<file path="config.mk">
export PLATFORM = sky130hd
export DESIGN_NAME = token_classifier_unit
export DESIGN_NICKNAME = d
export VERILOG_FILES = /design/src/rtl/core/tcu_pkg.sv /design/src/rtl/core/tcu_front.sv /design/src/rtl/core/tcu_fifo.sv /design/src/rtl/core/tcu_back.sv /design/src/rtl/core/token_classifier_unit.sv
export SDC_FILE = /design/constraint.sdc
export NUM_CORES = 1
export LEC_CHECK = 0
export BUFFER_PORTS_ARGS = -buffer_cell sky130_fd_sc_hd__buf_2
export CAP_MARGIN = 15
export CORE_ASPECT_RATIO = 0.5
export CORE_MARGIN = 4
export CORE_UTILIZATION = 35
export CTS_CLUSTER_DIAMETER = 80
export CTS_CLUSTER_SIZE = 25
export DETAILED_ROUTE_END_ITERATION = 10
export SYNTH_ARGS = -nofsm -noshare
export SYNTH_HDL_FRONTEND = slang
export SYNTH_SLANG_ARGS = --single-unit
</file>
<file path="constraint.sdc">
create_clock -name clock -period 4.5 [get_ports clock]
set_input_delay 0.45 -clock clock [delete_from_list [all_inputs] [get_ports clock]]
set_output_delay 0.45 -clock clock [all_outputs]
set_load 0.005 [all_outputs]
</file>
<file path="src/rtl/core/tcu_pkg.sv">
package tcu_pkg;

   localparam int DefaultMaxTokenLength = 255;
   localparam int DefaultQueueDepth = 4;
   localparam int KwDepth = 5;

   localparam logic [2:0] ClsIdent = 3'd0;
   localparam logic [2:0] ClsKey = 3'd1;
   localparam logic [2:0] ClsDec = 3'd2;
   localparam logic [2:0] ClsOct = 3'd3;
   localparam logic [2:0] ClsHex = 3'd4;
   localparam logic [2:0] ClsDelim = 3'd5;
   localparam logic [2:0] ClsErr = 3'd6;
   localparam logic [2:0] ClsEnd = 3'd7;

   typedef struct packed {
      logic [7:0] ch;
      logic end_of_input;
   } req_type;

   typedef struct packed {
      logic [2:0] token_class;
      logic [7:0] token_length;
      logic last;
   } rsp_type;

   // up to two results caused by one request
   typedef struct packed {
      logic two;
      rsp_type r0;
      rsp_type r1;
   } pair_type;

   function automatic logic is_alpha(input logic [7:0] c);
      is_alpha = (c >= "a" && c <= "z") || (c >= "A" && c <= "Z");
   endfunction

   function automatic logic is_digit(input logic [7:0] c);
      is_digit = (c >= "0" && c <= "9");
   endfunction

   function automatic logic is_hex(input logic [7:0] c);
      is_hex = is_digit(c) || (c >= "a" && c <= "f") || (c >= "A" && c <= "F");
   endfunction

   function automatic logic is_sep(input logic [7:0] c);
      is_sep = (c < 8'd33);
   endfunction

endpackage

</file>
<file path="src/rtl/core/tcu_front.sv">
module tcu_front import tcu_pkg::*; #(
   parameter int MAX_TOKEN_LENGTH = DefaultMaxTokenLength
) (
   input  logic clock,
   input  logic reset,
   input  logic accept,
   input  req_type req,
   output logic wr_valid,
   output pair_type wr_data
);

   localparam logic [7:0] LenLimit =
      8'(MAX_TOKEN_LENGTH < 255 ? MAX_TOKEN_LENGTH : 255);

   typedef enum logic [2:0] {
      ModeIdle, ModeIdent, ModeZero, ModeZeroX, ModeHex, ModeOct, ModeDec
   } mode_type;

   typedef struct packed {
      logic valid;
      logic [2:0] cls;
      logic [7:0] len;
   } emit_type;

   mode_type mode_ff, mode_in;
   logic [7:0] len_ff, len_in;
   logic ended_ff, ended_in;
   logic [7:0] kw_ff [KwDepth];

   logic kw_we;
   logic [2:0] kw_idx;
   logic [7:0] grown;
   logic keyword;
   emit_type flush_em, p_em, q_em;
   logic [7:0] c;

   assign c = req.ch;
   assign grown = (len_ff < LenLimit) ? len_ff + 8'd1 : len_ff;

   always_comb begin
      keyword = 1'b0;
      if (len_ff == 8'd2) begin
         keyword = (kw_ff[0] == "d" && kw_ff[1] == "o") ||
                   (kw_ff[0] == "i" && kw_ff[1] == "f");
      end else if (len_ff == 8'd4) begin
         keyword = (kw_ff[0] == "e" && kw_ff[1] == "l" && kw_ff[2] == "s" &&
                    kw_ff[3] == "e") ||
                   (kw_ff[0] == "t" && kw_ff[1] == "h" && kw_ff[2] == "e" &&
                    kw_ff[3] == "n");
      end else if (len_ff == 8'd5) begin
         keyword = kw_ff[0] == "w" && kw_ff[1] == "h" && kw_ff[2] == "e" &&
                   kw_ff[3] == "r" && kw_ff[4] == "e";
      end
   end

   // token pending in the current mode
   always_comb begin
      flush_em = '{valid: 1'b1, cls: ClsDec, len: len_ff};
      unique case (mode_ff)
         ModeIdent: flush_em.cls = keyword ? ClsKey : ClsIdent;
         ModeZero, ModeDec: flush_em.cls = ClsDec;
         ModeZeroX: flush_em.cls = ClsErr;
         ModeHex: flush_em.cls = ClsHex;
         ModeOct: flush_em.cls = ClsOct;
         default: flush_em.valid = 1'b0;
      endcase
   end

   always_comb begin
      logic restart;
      restart = 1'b0;
      mode_in = mode_ff;
      len_in = len_ff;
      ended_in = ended_ff;
      kw_we = 1'b0;
      kw_idx = 3'd0;
      p_em = '0;
      q_em = '0;
      if (ended_ff) begin
         q_em = '{valid: 1'b1, cls: ClsEnd, len: 8'd0};
      end else if (req.end_of_input) begin
         p_em = flush_em;
         q_em = '{valid: 1'b1, cls: ClsEnd, len: 8'd0};
         ended_in = 1'b1;
         mode_in = ModeIdle;
         len_in = 8'd0;
      end else begin
         unique case (mode_ff)
            ModeIdent: begin
               if (is_alpha(c) || is_digit(c)) begin
                  kw_we = (len_ff < 8'(KwDepth));
                  kw_idx = len_ff[2:0];
                  len_in = grown;
               end else begin
                  p_em = flush_em;
                  restart = 1'b1;
               end
            end
            ModeZero: begin
               if (c == "x" || c == "X") begin
                  len_in = grown;
                  mode_in = ModeZeroX;
               end else if (c >= "1" && c <= "7") begin
                  len_in = grown;
                  mode_in = ModeOct;
               end else if (c == "0" || c == "8" || c == "9") begin
                  p_em = '{valid: 1'b1, cls: ClsErr, len: grown};
                  mode_in = ModeIdle;
                  len_in = 8'd0;
               end else begin
                  p_em = flush_em;
                  restart = 1'b1;
               end
            end
            ModeZeroX: begin
               if (is_hex(c)) begin
                  len_in = grown;
                  mode_in = ModeHex;
               end else if (is_sep(c)) begin
                  p_em = flush_em;
                  mode_in = ModeIdle;
                  len_in = 8'd0;
               end else begin
                  p_em = '{valid: 1'b1, cls: ClsErr, len: grown};
                  mode_in = ModeIdle;
                  len_in = 8'd0;
               end
            end
            ModeHex: begin
               if (is_hex(c)) len_in = grown;
               else begin
                  p_em = flush_em;
                  restart = 1'b1;
               end
            end
            ModeOct: begin
               if (c >= "0" && c <= "7") len_in = grown;
               else begin
                  p_em = flush_em;
                  restart = 1'b1;
               end
            end
            ModeDec: begin
               if (is_digit(c)) len_in = grown;
               else begin
                  p_em = flush_em;
                  restart = 1'b1;
               end
            end
            default: restart = 1'b1;
         endcase
         // this character may open the next token
         if (restart) begin
            mode_in = ModeIdle;
            len_in = 8'd0;
            if (is_sep(c)) begin
               mode_in = ModeIdle;
            end else if (is_alpha(c)) begin
               kw_we = 1'b1;
               kw_idx = 3'd0;
               len_in = 8'd1;
               mode_in = ModeIdent;
            end else if (c == "0") begin
               len_in = 8'd1;
               mode_in = ModeZero;
            end else if (is_digit(c)) begin
               len_in = 8'd1;
               mode_in = ModeDec;
            end else begin
               q_em = '{valid: 1'b1, cls: ClsDelim, len: 8'd1};
            end
         end
      end
   end

   always_comb begin
      emit_type first;
      first = p_em.valid ? p_em : q_em;
      wr_valid = accept && (p_em.valid || q_em.valid);
      wr_data.two = p_em.valid && q_em.valid;
      wr_data.r0 = '{token_class: first.cls, token_length: first.len,
                     last: !(p_em.valid && q_em.valid)};
      wr_data.r1 = '{token_class: q_em.cls, token_length: q_em.len, last: 1'b1};
   end

   always_ff @(posedge clock) begin
      if (reset) begin
         mode_ff <= ModeIdle;
         len_ff <= 8'd0;
         ended_ff <= 1'b0;
      end else if (accept) begin
         mode_ff <= mode_in;
         len_ff <= len_in;
         ended_ff <= ended_in;
      end
   end

   always_ff @(posedge clock) begin
      if (accept && kw_we) kw_ff[kw_idx] <= c;
   end

endmodule

</file>
<file path="src/rtl/core/tcu_fifo.sv">
module tcu_fifo import tcu_pkg::*; #(
   parameter int DEPTH = DefaultQueueDepth
) (
   input  logic clock,
   input  logic reset,
   input  logic wr_valid,
   input  pair_type wr_data,
   output logic full,
   input  logic rd_pop,
   output logic empty,
   output pair_type rd_data
);

   localparam int AddrW = DEPTH > 1 ? $clog2(DEPTH) : 1;
   localparam int CountW = $clog2(DEPTH + 1);
   localparam logic [AddrW-1:0] LastAddr = AddrW'(DEPTH - 1);

   pair_type store_ff [DEPTH];
   logic [AddrW-1:0] wptr_ff, rptr_ff;
   logic [CountW-1:0] count_ff;
   logic do_wr, do_rd;

   assign full = (count_ff == CountW'(DEPTH));
   assign empty = (count_ff == '0);
   assign do_wr = wr_valid && !full;
   assign do_rd = rd_pop && !empty;
   assign rd_data = store_ff[rptr_ff];

   always_ff @(posedge clock) begin
      if (reset) begin
         wptr_ff <= '0;
         rptr_ff <= '0;
         count_ff <= '0;
      end else begin
         if (do_wr) wptr_ff <= (wptr_ff == LastAddr) ? '0 : wptr_ff + 1'b1;
         if (do_rd) rptr_ff <= (rptr_ff == LastAddr) ? '0 : rptr_ff + 1'b1;
         if (do_wr && !do_rd) count_ff <= count_ff + 1'b1;
         else if (do_rd && !do_wr) count_ff <= count_ff - 1'b1;
      end
   end

   always_ff @(posedge clock) begin
      if (do_wr) store_ff[wptr_ff] <= wr_data;
   end

endmodule

</file>
<file path="src/rtl/core/tcu_back.sv">
module tcu_back import tcu_pkg::*; (
   input  logic clock,
   input  logic reset,
   input  logic q_empty,
   input  pair_type q_data,
   output logic q_pop,
   output logic rsp_empty,
   input  logic rsp_pop,
   output rsp_type rsp_data
);

   pair_type cur_ff;
   logic valid_ff, sel_ff;
   logic done, advance;

   // current entry finished once its final result is popped
   assign done = valid_ff && rsp_pop && (sel_ff || !cur_ff.two);
   assign advance = !valid_ff || done;
   assign q_pop = advance && !q_empty;
   assign rsp_empty = !valid_ff;
   assign rsp_data = sel_ff ? cur_ff.r1 : cur_ff.r0;

   always_ff @(posedge clock) begin
      if (reset) begin
         valid_ff <= 1'b0;
         sel_ff <= 1'b0;
      end else begin
         priority if (advance) begin
            valid_ff <= !q_empty;
            sel_ff <= 1'b0;
         end else if (rsp_pop) begin
            sel_ff <= 1'b1;
         end
      end
   end

   always_ff @(posedge clock) begin
      if (q_pop) cur_ff <= q_data;
   end

endmodule

</file>
<file path="src/rtl/core/token_classifier_unit.sv">
// Token classifier: one character per request in, up to two tokens out.
// Input channel: req_push / req_full, payload req_data (ch, end_of_input).
// A request is taken when req_push is high and req_full is low.
// Result channel: rsp_empty / rsp_pop, payload rsp_data (token_class,
// token_length, last); the oldest token waits on rsp_data while rsp_empty is low.
// A character causes zero, one or two tokens; last marks its final one.
// Throughput: one character per cycle while req_full is low, set by the scanner;
// tokens leave at one per cycle via the result register while rsp_pop is high.
// A token reaches rsp_data via a queue entry and then the result register.
// The scanner writes up to two tokens per entry to a QUEUE_DEPTH-entry queue;
// the result stage unpacks an entry over one or two pops.
// When the receiver stalls the queue fills and req_full rises; nothing is lost.
// Reset (synchronous) empties the queue, drops any pending token and clears the
// end-of-input flag; after end of input every request yields one end token.
module token_classifier_unit import tcu_pkg::*; #(
   parameter int MAX_TOKEN_LENGTH = DefaultMaxTokenLength,
   parameter int QUEUE_DEPTH = DefaultQueueDepth
) (
   input  logic clock,
   input  logic reset,
   input  logic req_push,
   output logic req_full,
   input  req_type req_data,
   output logic rsp_empty,
   input  logic rsp_pop,
   output rsp_type rsp_data
);

   logic accept;
   logic wr_valid;
   pair_type wr_data;
   logic q_pop, q_empty;
   pair_type q_data;

   assign accept = req_push && !req_full;

   tcu_front #(.MAX_TOKEN_LENGTH(MAX_TOKEN_LENGTH)) u_front (
      .clock(clock),
      .reset(reset),
      .accept(accept),
      .req(req_data),
      .wr_valid(wr_valid),
      .wr_data(wr_data)
   );

   tcu_fifo #(.DEPTH(QUEUE_DEPTH)) u_fifo (
      .clock(clock),
      .reset(reset),
      .wr_valid(wr_valid),
      .wr_data(wr_data),
      .full(req_full),
      .rd_pop(q_pop),
      .empty(q_empty),
      .rd_data(q_data)
   );

   tcu_back u_back (
      .clock(clock),
      .reset(reset),
      .q_empty(q_empty),
      .q_data(q_data),
      .q_pop(q_pop),
      .rsp_empty(rsp_empty),
      .rsp_pop(rsp_pop),
      .rsp_data(rsp_data)
   );

endmodule

</file>
---- Word-level counts from Yosys, hierarchy flattened ----
Memory sizes are Yosys's and may differ from the RTL's. A register that Yosys moved wholly into a read port is not among the register bits.
Cells that the tools add are included.
Widths: inputs -> output; s select.
word-level totals
  memories ................................ 2
  output and inout bits ................... 14
  flip-flop bits (word level) ............. 22
  word-level logic and storage cells ...... 212
  memory bits (writable) .................. 136
memories
  memory           depth  width  rd ports  clocked after Yosys merged registers in  write ports  RTL line         source
  u_fifo.store_ff  4      24     1         1                                        1            tcu_fifo.sv:18   pair_type store_ff [DEPTH];
  u_front.kw_ff    5      8      5         0                                        1            tcu_front.sv:28  logic [7:0] kw_ff [KwDepth];
cells by class
  $add $sub $neg .......................... 5
  reductions and logical operators ........ 57
  magnitude comparators ................... 13
  bitwise gates (word level) .............. 1
  mux-type cells .......................... 88
  equality and inequality tests ........... 37
operator list
  operator             number
  $mux 12              19
  $eq 8x7->1 const B   17
  $mux 8               14
  $pmux 12 s6          1
  $mux 3               19
  $pmux 8 s6           1
  $le 8x7->1 const B   4
  $logic_and 1x1->1    30
  $mux 1               28
  $eq 8x6->1 const B   3
  $eq 8x3->1 const B   2
  $ge 8x6->1 const B   2
  $ge 8x7->1 const B   2
  $le 8x6->1 const B   2
  $ne 4x2->1 const B   4
  $eq 3x3->1 const B   4
  $logic_or 1x1->1     12
  $pmux 3 s4           1
  $mux 11              1
  $add 8x1->8 const B  1
  $eq 8x2->1 const B   1
  $lt 8x3->1 const B   1
  $lt 8x6->1 const B   1
  $lt 8x8->1 const B   1
  20 further kinds     30

---- Depth between registers and ports, before layout ----
An unclocked memory read counts as a cell.
  depth in word-level cells ............... 24
  gate-level depth with buffers ........... 14
  gate-level depth less buffers ........... 14

---- Modules after synthesis ----
Synthesis repeated with hierarchy kept, for this count alone.
second synthesis, totals
  cell total of the unflattened synthesis .. 578
  area total of the unflattened synthesis .. 8389.3 um^2
modules (own cells, without submodules)
  module                 instances  area an instance (um^2)  cells an instance  seq. area each (um^2)
  tcu_fifo               1          4101.4                   181                3183.1
  tcu_front              1          3286.9                   347                1441.4
  tcu_back               1          987.2                    49                 790.8
  token_classifier_unit  1          13.8                     1                  0.0

---- Worst setup path after synthesis ----
Ideal clock, no wire load.
  path kind ............................... input-to-reg
  from .................................... in req_data[3] (netlist bit)
  to ...................................... mem u_front.kw_ff[1][0] (enable)
  required time ........................... 4.105 ns
  buffers on the path ..................... 2
  data arrival time ....................... 3.093 ns
  slack ................................... 1.013 ns
  library setup time ...................... 0.395 ns
  stages on the path ...................... 9
  path through ............................ or3_1 buf_2 or3_4 a211oi_2 nand4_1 buf_2 nor3_1 a21oi_1 nor4_1
between the ends
  cells in the longest elaborated chain, start to end .. 15
RTL lines
  item                                                 RTL line                     source
  start: declaration                                   token_classifier_unit.sv:23  input req_type req_data,
  branches (longest 15 deep; another with $ge 8x6->1)  n/a
  end: declaration                                     tcu_front.sv:28
Several ways; the timed one is not identified. The select of a mux whose other input is x is not followed.

---- Worst setup path in the final report ----
  from .................................... reg u_front.mode_ff[0]
  to ...................................... reg u_fifo.count_ff[2]
between the ends
  cells in the longest elaborated chain, start to end .. 15
RTL lines
  item                                RTL line                          source
  start: declaration                  tcu_front.sv:25                   mode_type mode_ff, mode_in;
  start signal: assignment            tcu_front.sv:188                  mode_ff <= ModeIdle;
  start signal: assignment            tcu_front.sv:192                  mode_ff <= mode_in;
  $eq 3x1->1 (tied with other cells)  tcu_front.sv:59, tcu_front.sv:88
  $reduce_or 6->1 (no line)           n/a
  $mux 1                              tcu_front.sv:59                   unique case (mode_ff)
  $mux 12                             tcu_front.sv:106                  end else if (c == "0" || c == "8" || c == "9") begin
  $mux 12                             tcu_front.sv:103                  end else if (c >= "1" && c <= "7") begin
  $mux 12                             tcu_front.sv:100                  if (c == "x" || c == "X") begin
  $pmux 12 s6                         tcu_front.sv:88                   unique case (mode_ff)
  $mux 12                             tcu_front.sv:81                   end else if (req.end_of_input) begin
  $mux 12                             tcu_front.sv:79                   if (ended_ff) begin
  $logic_or 1x1->1 *                  tcu_front.sv:179                  wr_valid = accept && (p_em.valid || q_em.valid);
  $logic_and 1x1->1 *                 tcu_front.sv:179
  $logic_and 1x1->1 *                 tcu_fifo.sv:25                    assign do_wr = wr_valid && !full;
  named net u_fifo.do_wr              tcu_fifo.sv:21                    logic do_wr, do_rd;
  $logic_not 1->1                     tcu_fifo.sv:38                    else if (do_rd && !do_wr) count_ff <= count_ff - 1'b1;
  $logic_and 1x1->1                   tcu_fifo.sv:38
  $reduce_bool 2->1 (no line)         n/a
  end signal: assignment              tcu_fifo.sv:37                    if (do_wr && !do_rd) count_ff <= count_ff + 1'b1;
  end signal: assignment              tcu_fifo.sv:38
  end: declaration                    tcu_fifo.sv:20                    logic [CountW-1:0] count_ff;
Mark *: on every way through the listed nets, which the timed path passes. The rest lies on a longest branch. The select of a mux whose other input is x is not followed.
A chain may end at the register's enable or synchronous reset.

==> results.py <==
metrics = {
    "status": {
        "status": "finished, final reports clean",
    },
    "die": {
        "start_util_pct": 36.1,
        "dieWidth_um": 199,
        "pin_count": 27,
        "die_area_um2": 20500,
        "rows": 34,
        "die_y_um": 103,
        "core_area_um2": 17600,
    },
    "route": {
        "drc_errors": 0,
        "viasPerCell": 5.30,
        "drtPass1Iterations": 5,
        "ant_nets": 0,
        "drt_iter0_markers": 367,
        "dr_total_vias": 4062,
        "routedWlPerCell_um": 17.4,
        "wl_mm": 13.4,
    },
    "sta": {
        "fin_skew_ps": 8.64,
        "period_share_pct": 87.1,
        "max_freq_ghz": 0.255,
        "slew_viol_final": 0,
        "tightest_slew_ps": 860,
        "grt_setup_unrepaired": "false",
        "fin_setup_tns_ps": 0,
        "timing.hold.ws_ps": 307,
        "final-setup-viol-count": 0,
        "fin_crit_ps": 3920,
        "finalHoldViolCount": 0,
        "slew_headroom_pct": 42.6,
    },
    "grt": {
        "grt_usage_pct": 13.6,
        "grt_pass1_wl_mm": 21.4,
        "grt_pass1_vias": 3900,
        "grt_max_degree": 23,
        "grt.overflow.total": 0,
        "grt_antenna_before_repair": 0,
    },
    "worst_setup_path": {
        "rrSetupSlack_ps": 580,
        "cp.required_ps": 4840,
        "start_kind": "register",
        "arrival_ps": 4260,
        "crit_path_max_incr_delay_ps": 520,
        "ff2ff_path_depth": 14,
        "crit_path_top_delay_cell": "a2111oi_0",
        "endpoint_kind": "register",
        "crit_type": "reg2reg",
        "crit_chain": "inv_1 -> ha_1 -> nand2b_1 -> a2111oi_0 -> and2_1 -> nor3_1 -> o22a_1 -> a21oi_1 -> ha_1 -> inv_1 -> fa_1 -> xor2_1 -> or3_1 -> a21oi_1",
        "r2r-end": "u_fifo.count_ff[2]$_SDFFE_PP0P_",
        "worstReg2RegStart": "u_front.mode_ff[0]$_SDFFE_PP0P_",
        "cp_max_fo": 7,
    },
    "logic_synthesis": {
        "synth_top_family_by_area": "simple AND/OR/NAND/NOR gates",
        "syn_avg_cell_area_um2": 13.3,
        "yosys.area_share.simple_pct": 15.2,
        "netlist-cell-type-count": 62,
        "synth_compound_area_share_pct": 9.02,
        "syn-instance-count": 478,
        "syn_nets": 506,
        "synthAdderAreaFrac_pct": 3.07,
        "yosysTopAreaCellShare_pct": 56.6,
        "synth_edf_count": 120,
        "yosys.area.top_type": "edfxtp_1",
        "synthFlopType": "edfxtp_1",
        "yosys.area_share.xor_xnor_pct": 0.413,
        "async_flop_share_pct": 0,
        "ys_seq_area_share_pct": 63.2,
        "ys_ff_latch": 141,
        "ys_warn_count": 0,
        "syn-cell-area_um2": 6360,
        "synthMuxAreaShare_pct": 6.82,
        "ys_top_cells_by_area": "edfxtp_1 (57%), dfxtp_1 (6.6%), mux4_2 (5.7%), ha_1 (2.8%), a21oi_1 (2.3%)",
    },
    "power_and_ir_drop": {
        "vdd_drop_max_uv": 212,
        "p_per_area_nw_per_um2": 505,
        "leakage_nw": 2.48,
    },
    "cts": {
        "clock_latency_ps": 410,
        "postCtsSetupBuffers": 0,
        "clk_path_buf_depth": 2,
        "clock-sinks": 141,
        "cts_tree": "built",
        "root_buffer": "clkbuf_16",
        "h-tree-depth": 4,
        "clk_pin_slew_ps": 70,
        "cts_resized": 0,
        "cts_buffers": 17,
        "hold_buffers": 0,
    },
    "finish": {
        "layout-drive-gt1-share_pct": 18.9,
        "num_antenna_cells": 0,
        "fill_cells": 1630,
        "area_growth_pct": 16.8,
        "nNetsFinal": 548,
    },
    "min_path": {
        "min_path_type": "in2reg",
        "worstHoldStart": "rsp_pop",
        "min_path_cells": 3,
        "whs_endpoint": "u_back.sel_ff$_SDFFE_PP0P_",
    },
    "job": {
        "max_cap_violations": 0,
    },
    "place": {
        "portBuffers": 26,
        "globalplace.congestion": 0.881,
        "dpl.hpwl_mm": 9.06,
    },
}
-- metal layers --
metal / global-route usage (%) / up-vias / wire [um]
li1: - / 1949 / -
met1: 19.3 / 1978 / 6530
met2: 21.1 / 118 / 5980
met3: 2.65 / 17 / 629
met4: 4.88 / 0 / 224
met5: 0 / - / 0
-- cell usage in the layout, fill, tap and decap left out, types with 4 or more instances in the layout --
| master | Yosys | routed |
|---|---|---|
| edfxtp_1 | 120 | 120 |
| nor2_1 | 36 | 36 |
| a21oi_1 | 29 | 28 |
| buf_2 | 2 | 26 |
| nand2_1 | 23 | 23 |
| o21ai_0 | 22 | 22 |
| dfxtp_1 | 21 | 21 |
| inv_1 | 20 | 20 |
| clkbuf_16 | 0 | 17 |
| mux4_2 | 16 | 16 |
| ha_1 | 14 | 14 |
| buf_4 | 0 | 14 |
| nor2b_1 | 13 | 13 |
| nor3_1 | 13 | 13 |
| nand3_1 | 10 | 10 |
| or3_1 | 9 | 9 |
| nand4_1 | 8 | 8 |
| nand2b_1 | 6 | 6 |
| and2_1 | 6 | 6 |
| nor4bb_1 | 6 | 6 |
| or2_2 | 5 | 5 |
| nor4_1 | 5 | 5 |
| inv_6 | 0 | 5 |
| nor4b_1 | 4 | 4 |
| and3b_1 | 4 | 4 |
| nor3b_1 | 4 | 4 |
| a41oi_1 | 4 | 4 |
| mux2i_1 | 4 | 4 |
| inv_8 | 0 | 4 |
-- synth_stat cells, drive strengths merged, types with 4 or more instances --
library cell,n
dfxtp,21
nand2b,6
clkbuf,13
nor3b,4
nand3,10
mux2i,4
nand4,8
and2,7
and3b,4
a21oi,29
mux4,16
a41oi,4
nor4b,4
edfxtp,120
nor2,36
nor3,14
or2,5
or3,10
nor4,5
nor2b,13
o21ai,22
nand2,23
buf,4
ha,14
inv,20
nor4bb,6
-- state kept, by name (all words and copies together), names as in the netlist --
signal,count
u_fifo.store_ff,64
u_front.kw_ff,40
u_back.cur_ff,16
u_front.len_ff,8
u_fifo.count_ff,3
u_front.mode_ff,3
u_fifo.rptr_ff,2
u_fifo.wptr_ff,2
u_back.sel_ff,1
u_back.valid_ff,1
u_front.ended_ff,1
-- cell type report --
| type | instances | area, um^2 | share of cell area [%] |
|---|---|---|---|
| tap | 234 | 293 | 3.94 |
| clock inverter | 15 | 176 | 2.37 |
| multi-input combinational | 300 | 2200 | 29.6 |
| sequential | 141 | 4020 | 54.1 |
| inverter | 20 | 75.1 | 1.01 |
| timing repair buffer | 40 | 235 | 3.16 |
| clock buffer | 17 | 425 | 5.72 |
-- cell families (layout without fill, tap and decap cells) --
family | Yosys count | count (layout)
adders and majority gates | 15 | 15
AOI/OAI and AO/OA | 90 | 90
and+or+nand+nor | 169 | 169
buffers and inverters | 37 | 92
xor gates and xnor gates | 3 | 3
DFF | 141 | 141
muxes | 23 | 23
-- stage by stage --
stage	util, %	power (mW)	std cells	setup slack (ps)	instance area (um^2)
global placement	38.7	2.36	734	677	6820
floorplan	-	2.14	478	1010	6360
detailed placement	38.7	2.37	734	586	6820
finish	42.2	3.75	767	579	7430
CTS	42.2	3.79	766	643	7420
global route	42.2	3.94	767	318	7430
-- critical path: cells and delay by family, from the launching register on --
kind / cells / cell delay, ps
flip-flops: 1 / 350
buffers and inverters: 2 / 170
AND/OR/NAND/NOR: 4 / 830
AO/OA/AOI/OAI: 4 / 1340
adder cells (fa/ha/maj): 3 / 1000
XOR/XNOR: 1 / 170
-- how the worst max path moves through the flow --
stage | startpoint | end | slack [ps] | cells after the start
after floorplan | req_data[3] | u_front.kw_ff[1][0]$_DFFE_PP_ | 1010 | 9
after global placement | req_data[3] | u_fifo.count_ff[2]$_SDFFE_PP0P_ | 680 | 12
after detailed placement | req_data[3] | u_fifo.count_ff[2]$_SDFFE_PP0P_ | 590 | 13
after CTS | u_front.mode_ff[0]$_SDFFE_PP0P_ | u_fifo.count_ff[2]$_SDFFE_PP0P_ | 640 | 14
after global routing | u_front.mode_ff[0]$_SDFFE_PP0P_ | u_fifo.count_ff[2]$_SDFFE_PP0P_ | 320 | 14
final | u_front.mode_ff[0]$_SDFFE_PP0P_ | u_fifo.count_ff[2]$_SDFFE_PP0P_ | 580 | 14
-- power breakdown --
part / leakage, nW / switching (mW) / internal [mW]
combinational: 0.918 / 0.336 / 0.297
sequential: 1.27 / 0.0742 / 1.61
clock: 0.291 / 0.592 / 0.839
No activity file was read; power rests on OpenSTA's default activity.
